## src/design/rn_pkg.sv

```systemverilog
// Shared types, constants and numeral tables for the Roman numeral core.
package rn_pkg;

  localparam int unsigned ValueW = 12;
  localparam int unsigned SymW = 8;
  localparam int unsigned TableLen = 13;
  localparam int unsigned IdxW = 4;
  localparam int unsigned QueueDepth = 2;
  localparam int unsigned QueueAw = 1;
  localparam int unsigned QueueCntW = 2;

  localparam logic [ValueW-1:0] MaxRoman = 12'd3999;

  localparam logic [SymW-1:0] SymNul = 8'h00;
  localparam logic [SymW-1:0] SymI = 8'h49;
  localparam logic [SymW-1:0] SymV = 8'h56;
  localparam logic [SymW-1:0] SymX = 8'h58;
  localparam logic [SymW-1:0] SymL = 8'h4C;
  localparam logic [SymW-1:0] SymC = 8'h43;
  localparam logic [SymW-1:0] SymD = 8'h44;
  localparam logic [SymW-1:0] SymM = 8'h4D;

  // One classified item as it waits between the front and the back.
  typedef struct packed {
    logic [ValueW-1:0] value;
    logic              range_error;
  } rn_item_t;

  typedef enum logic {
    RnIdle,
    RnRun
  } rn_state_e;

  // Weight of each table row, largest first.
  function automatic logic [ValueW-1:0] rn_weight(input logic [IdxW-1:0] idx);
    logic [ValueW-1:0] w;
    unique case (idx)
      4'd0:    w = 12'd1000;
      4'd1:    w = 12'd900;
      4'd2:    w = 12'd500;
      4'd3:    w = 12'd400;
      4'd4:    w = 12'd100;
      4'd5:    w = 12'd90;
      4'd6:    w = 12'd50;
      4'd7:    w = 12'd40;
      4'd8:    w = 12'd10;
      4'd9:    w = 12'd9;
      4'd10:   w = 12'd5;
      4'd11:   w = 12'd4;
      4'd12:   w = 12'd1;
      default: w = 12'd1;
    endcase
    return w;
  endfunction

  // Leading character of each row.
  function automatic logic [SymW-1:0] rn_first(input logic [IdxW-1:0] idx);
    logic [SymW-1:0] s;
    unique case (idx)
      4'd0:    s = SymM;
      4'd1:    s = SymC;
      4'd2:    s = SymD;
      4'd3:    s = SymC;
      4'd4:    s = SymC;
      4'd5:    s = SymX;
      4'd6:    s = SymL;
      4'd7:    s = SymX;
      4'd8:    s = SymX;
      4'd9:    s = SymI;
      4'd10:   s = SymV;
      4'd11:   s = SymI;
      default: s = SymI;
    endcase
    return s;
  endfunction

  // Second character of the subtractive rows, NUL for single-character rows.
  function automatic logic [SymW-1:0] rn_second(input logic [IdxW-1:0] idx);
    logic [SymW-1:0] s;
    unique case (idx)
      4'd1:    s = SymM;
      4'd3:    s = SymD;
      4'd5:    s = SymC;
      4'd7:    s = SymL;
      4'd9:    s = SymX;
      4'd11:   s = SymV;
      default: s = SymNul;
    endcase
    return s;
  endfunction

endpackage

```

## src/design/rn_front.sv

```systemverilog
// Input side: accepts values, flags out-of-range ones and queues them for the emitter.
module rn_front (
  input  logic                          clk_i,
  input  logic                          rst_ni,
  input  logic                          value_valid_i,
  input  logic [rn_pkg::ValueW-1:0]     value_i,
  output logic                          value_stall_o,
  output logic                          item_valid_o,
  output rn_pkg::rn_item_t              item_o,
  input  logic                          pop_i
);

  rn_pkg::rn_item_t              mem_q [rn_pkg::QueueDepth];
  logic [rn_pkg::QueueAw-1:0]    wr_ptr_q, wr_ptr_d;
  logic [rn_pkg::QueueAw-1:0]    rd_ptr_q, rd_ptr_d;
  logic [rn_pkg::QueueCntW-1:0]  count_q, count_d;
  logic                          push;
  logic                          pop;
  rn_pkg::rn_item_t              item_in;

  assign value_stall_o = (count_q == rn_pkg::QueueCntW'(rn_pkg::QueueDepth));
  assign item_valid_o  = (count_q != '0);
  assign item_o        = mem_q[rd_ptr_q];

  assign push = value_valid_i && !value_stall_o;
  assign pop  = pop_i && item_valid_o;

  // Classification: anything past 3999 has no numeral and only gets a flagged terminator.
  always_comb begin
    item_in.range_error = (value_i > rn_pkg::MaxRoman);
    item_in.value       = value_i;
  end

  always_comb begin
    wr_ptr_d = push ? wr_ptr_q + 1'b1 : wr_ptr_q;
    rd_ptr_d = pop ? rd_ptr_q + 1'b1 : rd_ptr_q;
    count_d  = count_q;
    if (push && !pop) begin
      count_d = count_q + 1'b1;
    end else if (pop && !push) begin
      count_d = count_q - 1'b1;
    end
  end

  always_ff @(posedge clk_i) begin
    if (push) begin
      mem_q[wr_ptr_q] <= item_in;
    end
  end

  always_ff @(posedge clk_i or negedge rst_ni) begin
    if (!rst_ni) begin
      wr_ptr_q <= '0;
      rd_ptr_q <= '0;
      count_q  <= '0;
    end else begin
      wr_ptr_q <= wr_ptr_d;
      rd_ptr_q <= rd_ptr_d;
      count_q  <= count_d;
    end
  end

  a_count_bound: assert property (@(posedge clk_i) disable iff (!rst_ni)
    count_q <= rn_pkg::QueueCntW'(rn_pkg::QueueDepth))
    else $error("queue fill count exceeds depth");

  a_ptr_gap: assert property (@(posedge clk_i) disable iff (!rst_ni)
    (count_q == '0) || (count_q == rn_pkg::QueueCntW'(rn_pkg::QueueDepth))
      |-> wr_ptr_q == rd_ptr_q)
    else $error("queue pointers disagree with fill count");

  a_pop_when_valid: assert property (@(posedge clk_i) disable iff (!rst_ni)
    pop_i |-> item_valid_o)
    else $error("item taken from an empty queue");

endmodule

```

## src/design/rn_back.sv

```systemverilog
// Emitter: turns one queued item into its numeral characters and a terminator.
module rn_back (
  input  logic                        clk_i,
  input  logic                        rst_ni,
  input  logic                        item_valid_i,
  input  rn_pkg::rn_item_t            item_i,
  output logic                        pop_o,
  output logic                        result_valid_o,
  output logic [rn_pkg::SymW-1:0]     symbol_o,
  output logic                        last_o,
  output logic                        range_error_o,
  input  logic                        result_stall_i
);

  rn_pkg::rn_state_e            state_q, state_d;
  logic [rn_pkg::ValueW-1:0]    remaining_q, remaining_d;
  logic [rn_pkg::SymW-1:0]      pending_q, pending_d;
  logic                         err_q, err_d;
  logic                         out_valid_q, out_valid_d;
  logic [rn_pkg::SymW-1:0]      sym_q, sym_d;
  logic                         last_q, last_d;
  logic                         rerr_q, rerr_d;
  logic                         advance;
  logic [rn_pkg::IdxW-1:0]      sel;

  assign advance = !out_valid_q || !result_stall_i;

  // Largest table weight that still fits into what is left.
  always_comb begin
    sel = rn_pkg::IdxW'(rn_pkg::TableLen - 1);
    for (int i = rn_pkg::TableLen - 1; i >= 0; i--) begin
      if (remaining_q >= rn_pkg::rn_weight(rn_pkg::IdxW'(i))) begin
        sel = rn_pkg::IdxW'(i);
      end
    end
  end

  always_comb begin
    state_d = state_q;
    unique case (state_q)
      rn_pkg::RnIdle: begin
        if (item_valid_i) begin
          state_d = rn_pkg::RnRun;
        end
      end
      rn_pkg::RnRun: begin
        if (advance && pending_q == rn_pkg::SymNul && remaining_q == '0) begin
          state_d = rn_pkg::RnIdle;
        end
      end
      default: state_d = rn_pkg::RnIdle;
    endcase
  end

  always_comb begin
    pop_o       = 1'b0;
    remaining_d = remaining_q;
    pending_d   = pending_q;
    err_d       = err_q;
    out_valid_d = advance ? 1'b0 : out_valid_q;
    sym_d       = sym_q;
    last_d      = last_q;
    rerr_d      = rerr_q;
    unique case (state_q)
      rn_pkg::RnIdle: begin
        if (item_valid_i) begin
          pop_o       = 1'b1;
          remaining_d = item_i.range_error ? '0 : item_i.value;
          err_d       = item_i.range_error;
          pending_d   = rn_pkg::SymNul;
        end
      end
      rn_pkg::RnRun: begin
        if (advance) begin
          out_valid_d = 1'b1;
          last_d      = 1'b0;
          rerr_d      = 1'b0;
          if (pending_q != rn_pkg::SymNul) begin
            sym_d     = pending_q;
            pending_d = rn_pkg::SymNul;
          end else if (remaining_q == '0) begin
            sym_d  = rn_pkg::SymNul;
            last_d = 1'b1;
            rerr_d = err_q;
          end else begin
            sym_d       = rn_pkg::rn_first(sel);
            pending_d   = rn_pkg::rn_second(sel);
            remaining_d = remaining_q - rn_pkg::rn_weight(sel);
          end
        end
      end
      default: begin
        pop_o = 1'b0;
      end
    endcase
  end

  always_ff @(posedge clk_i or negedge rst_ni) begin
    if (!rst_ni) begin
      state_q     <= rn_pkg::RnIdle;
      remaining_q <= '0;
      pending_q   <= rn_pkg::SymNul;
      out_valid_q <= 1'b0;
    end else begin
      state_q     <= state_d;
      remaining_q <= remaining_d;
      pending_q   <= pending_d;
      out_valid_q <= out_valid_d;
    end
  end

  always_ff @(posedge clk_i) begin
    err_q  <= err_d;
    sym_q  <= sym_d;
    last_q <= last_d;
    rerr_q <= rerr_d;
  end

  assign result_valid_o = out_valid_q;
  assign symbol_o       = sym_q;
  assign last_o         = last_q;
  assign range_error_o  = rerr_q;

  a_term_is_nul: assert property (@(posedge clk_i) disable iff (!rst_ni)
    out_valid_q && last_q |-> sym_q == rn_pkg::SymNul)
    else $error("terminator beat carries a character");

  a_err_on_term: assert property (@(posedge clk_i) disable iff (!rst_ni)
    out_valid_q && rerr_q |-> last_q)
    else $error("range error flagged on a character beat");

  a_pending_in_run: assert property (@(posedge clk_i) disable iff (!rst_ni)
    pending_q != rn_pkg::SymNul |-> state_q == rn_pkg::RnRun)
    else $error("second character pending outside a run");

  a_remaining_bound: assert property (@(posedge clk_i) disable iff (!rst_ni)
    remaining_q <= rn_pkg::MaxRoman)
    else $error("remaining value above numeral range");

endmodule

```

## src/design/integer_to_roman_numeral_core.sv

```systemverilog
// Top level of the integer to Roman numeral converter.
// Each input beat carries a 12-bit unsigned value; the core answers with the
// value's Roman numeral in standard subtractive form (IV, IX, XL, XC, CD, CM),
// one ASCII character per output beat, followed by a NUL beat with last set.
// A value of zero produces only the NUL beat. A value above 3999 produces only
// the NUL beat, with range_error_o set on it; range_error_o is always low on
// character beats. A front stage classifies incoming values and holds up to two
// of them in a queue, so new values are taken while the emitter is busy. The
// emitter handles one value at a time: it first takes the value from the queue,
// then walks the greedy weight table and gives one output beat per cycle while
// the output does not stall; the longest numeral is the fifteen characters of 3888.
// Output stall holds the emitter and its output register; the queue keeps
// filling until it is full, and then value_stall_o goes high.
module integer_to_roman_numeral_core (
  input  logic                        clk_i,
  input  logic                        rst_ni,
  input  logic                        value_valid_i,
  input  logic [rn_pkg::ValueW-1:0]   value_i,
  output logic                        value_stall_o,
  output logic                        result_valid_o,
  output logic [rn_pkg::SymW-1:0]     symbol_o,
  output logic                        last_o,
  output logic                        range_error_o,
  input  logic                        result_stall_i
);

  // Classified value at the head of the queue, and the emitter's take strobe.
  logic             item_valid;
  rn_pkg::rn_item_t item;
  logic             item_pop;

  rn_front u_front (
    .clk_i         (clk_i),
    .rst_ni        (rst_ni),
    .value_valid_i (value_valid_i),
    .value_i       (value_i),
    .value_stall_o (value_stall_o),
    .item_valid_o  (item_valid),
    .item_o        (item),
    .pop_i         (item_pop)
  );

  rn_back u_back (
    .clk_i          (clk_i),
    .rst_ni         (rst_ni),
    .item_valid_i   (item_valid),
    .item_i         (item),
    .pop_o          (item_pop),
    .result_valid_o (result_valid_o),
    .symbol_o       (symbol_o),
    .last_o         (last_o),
    .range_error_o  (range_error_o),
    .result_stall_i (result_stall_i)
  );

endmodule

```

## config.mk

```make
export PLATFORM = sky130hd
export DESIGN_NAME = integer_to_roman_numeral_core
export DESIGN_NICKNAME = d
export VERILOG_FILES = /design/src/design/rn_pkg.sv /design/src/design/rn_front.sv /design/src/design/rn_back.sv /design/src/design/integer_to_roman_numeral_core.sv
export SDC_FILE = /design/constraint.sdc
export NUM_CORES = 1
export LEC_CHECK = 0
export BUFFER_PORTS_ARGS = -buffer_cell sky130_fd_sc_hd__buf_2
export CAP_MARGIN = 0
export CORE_UTILIZATION = 35
export CTS_BUF_LIST = sky130_fd_sc_hd__clkbuf_8
export DETAILED_ROUTE_END_ITERATION = 12
export MAX_ROUTING_LAYER = met4
export PLACE_DENSITY = 0.53
export SYNTH_ARGS = -nofsm -noshare
export SYNTH_HDL_FRONTEND = slang
export SYNTH_HIERARCHICAL = 1
export SYNTH_SLANG_ARGS = --single-unit
```

## constraint.sdc

```tcl
create_clock -name clk_i -period 4.05 [get_ports clk_i]
set_input_delay 0.405 -clock clk_i [delete_from_list [all_inputs] [get_ports clk_i]]
set_output_delay 0.405 -clock clk_i [all_outputs]
set_load 0.01 [all_outputs]
```

==> results_dict.tcl <==
set metrics [dict create \
    ys_types 59 \
    yosys.area.top_type "edfxtp_1" \
    drive_above_1_share_pct 34.47 \
    drt_iter0_drc 136 \
    globalplace.congestion 0.9187 \
    critPathKind "register to register" \
    seq_area_frac_synth_pct 47.72 \
    max_cap_viol_count 0 \
    grt_use_total_pct 17.81 \
    r2r_cells 17 \
    fill_cells 892 \
    grt_pass1_vias 2728 \
    drt_pass1_iterations 4 \
    power_density_nw_per_um2 959.0 \
    start_util_pct 36.76 \
    synth_edf_count 35 \
    synth_top_area_share_pct 30.37 \
    cp_max_fo 4 \
    io_buffers 25 \
    antenna_found_initial 0 \
    dp_cells 514 \
    grt_overflow 0 \
    async_flop_share_pct 40.68 \
    cts_inserted_buffers 9 \
    ys_ff_latch 59 \
    drv_slew 0 \
    syn_avg_cell_area_um2 10.24 \
    relSlewSlack_pct 21.13 \
    cts_root_buffer "clkbuf_8" \
    die_height_um 101.4 \
    reg2reg_setup_slack_ns 0.13 \
    ant_nets 0 \
    path_clk_slew_ns 0.07 \
    worst_pin_slew_ns 1.179 \
    route.detailed.drc 0 \
    regToRegEndpoint "u_back/remaining_q[11]" \
    numClockSinks 59 \
    p_leak_nw 1.849 \
    final_util_pct 47.12 \
    setup.worst_path.end_class "register" \
    ios 28 \
    cts_tree "yes" \
    drt-total-wl_um 8218 \
    outcome "complete, no violations" \
    synth_cells 338 \
    dpl.hpwl_um 5752 \
    cts_hold_buffers 0 \
    ir_drop_mv 0.4892 \
    setup_viol 0 \
    fmax_mhz 255.2 \
    core_um2 9415 \
    grt_max_degree 25 \
    cp.required_ns 4.27 \
    grt_pass1_wl_um 13280 \
    antenna_cells 0 \
    syn_area_um2 3461 \
    finalSetupTns_ns 0 \
    nets 440 \
    period_share_pct 96.75 \
    num_rows 35 \
    period_needed_ns 3.918 \
    synth.most_common_cell "nor2_1" \
    cp-startpoint "u_back/remaining_q[5]" \
    netlist_top_cells_area "edfxtp_1, dfrtp_1, ha_1" \
    hold_class "input pin to asynchronous set/reset pin" \
    final_cells 541 \
    area_growth_syn_to_layout_pct 28.20 \
    cp_data_arrival_time_ns 4.14 \
    viasPerCell 5.107 \
    insertion_delay_ns 0.33 \
    vias 2763 \
    ys_warn_count 6 \
    wl_per_cell_um 15.19 \
    fin_skew_ns 0.01091 \
    r2r-start "u_back/remaining_q[5]" \
    cts_max_path_buffers 2 \
    die_w_um 101.4 \
    hold_viol_final 0 \
    yosys-top-cells-count "nor2_1, edfxtp_1, nand2_1, a21oi_1, dfrtp_1" \
    synthFlopType "edfxtp_1" \
    cts-htree-levels 3 \
    cp-start-kind "register" \
    dieArea_um2 10290 \
]
==> state kept, by name, indices dropped and copies added, names as in the netlist, named ones only <==
register	count
u_back/err_q	1
u_front/rd_ptr_q	1
u_front/mem_q	26
u_back/remaining_q	12
u_back/range_error_o	1
u_back/pending_q	6
u_front/wr_ptr_q	1
u_back/symbol_o	6
u_front/count_q	2
u_back/last_o	1
u_back/state_q	1
==> area by class of cell <==
cell class / instances / area, µm² / area share [%]
well taps: 129 / 161.4 / 3.638
inverters: 14 / 52.55 / 1.184
flip-flops and latches: 59 / 1655 / 37.31
clock buffers: 12 / 165.2 / 3.722
multi-input cells: 249 / 1837 / 41.40
repair buffers: 74 / 493.0 / 11.11
clock inverters: 4 / 72.57 / 1.636
==> worst max-delay path: stages, from the launching register on <==
cell and delay (ns):
dfrtp_2 0.41, or3_4 0.40, nor3_4 0.15, nor2_2 0.08, nor4_4 0.32, a21o_1 0.24, inv_2 0.08, ha_4 0.17
buf_4 0.13, o221ai_1 0.23, ha_2 0.36, and3_1 0.18, a21oi_2 0.15, a311oi_2 0.13, o21a_1 0.24, o21ai_2 0.19
mux2i_1 0.10, a211o_1 0.22
==> stage by stage <==
step	worst slack, ns	area, µm²	hold WS (ns)	power, mW
after floorplan	0.06153	3465	0.1094	2.473
after global placement	-0.2482	3950	0.4395	3.191
after detailed placement	-0.2084	3950	0.4430	3.180
after CTS	0.03201	4290	0.07064	3.985
after global routing	-0.07570	4437	0.09197	4.575
final	0.1318	4437	0.06906	4.255
==> how the worst max path moves through the flow <==
stage | end | depth (start not counted) | slack, ns
detailed placement | u_back/remaining_q[10] | 19 | -0.21
finish | u_back/remaining_q[11] | 17 | 0.13
global route | u_back/remaining_q[11] | 17 | -0.08
CTS | u_back/remaining_q[10] | 19 | 0.03
global placement | u_back/remaining_q[10] | 19 | -0.25
floorplan | u_back/remaining_q[11] | 18 | 0.06
==> placed cells by master (no fill, tap or decap), types with 5 or more instances in the layout <==
cell      Yosys  routed
ha_1         16      11
nor2_1       37      34
dfrtp_1      24      21
o21ai_0      17      13
buf_2         6      25
nand3_1       9       9
nand2_1      25      25
buf_4         3      49
a21oi_1      24      20
nor2b_1       7       6
mux2_2       13      13
nor3_1        9       7
xnor2_1       8       8
o211ai_1      5       5
a22oi_1       6       6
a21o_1        8       8
edfxtp_1     35      35
and3_1        5       5
clkbuf_8      0      12
inv_1        14      13
==> routing by layer <==
layer | vias to the layer above | track usage [%] | routed length (µm)
met2 | 39 | 29.62 | 4089
met1 | 1342 | 21.44 | 3908
met4 | 0 | 5.240 | 41
met5 | - | - | 0
met3 | 4 | 4.279 | 179
li1 | 1378 | - | -
==> power breakdown <==
part | leakage, nW | internal, mW | total (mW) | switching [mW]
clock | 0.124 | 0.396 | 0.632 | 0.236
combinational | 1.12 | 1.28 | 2.64 | 1.36
sequential | 0.607 | 0.856 | 0.978 | 0.122
total | 1.85 | 2.53 | 4.25 | 1.72
==> what timing repair did <==
action / 4_1_cts / 5_1_grt
gates cloned: 0 / 0
resized for setup: 14 / 28
pin swaps: 6 / 16
endpoints found under the setup margin: 5 / 7
buffers inserted: 8 / 3
==> kinds of logic (layout without fill, tap and decap cells) <==
group	Yosys count	in the layout	synth area share [%]
AND/OR/NAND/NOR	116	116	16.70
AO/OA/AOI/OAI	88	88	17.28
flip-flops	59	59	47.72
buffers and inverters	31	104	4.194
adder cells (fa/ha/maj)	17	17	6.363
multiplexers	16	16	5.098
XOR/XNOR	10	10	2.531
other	1	2	0.1084
Power figures use the tool's default switching activity.
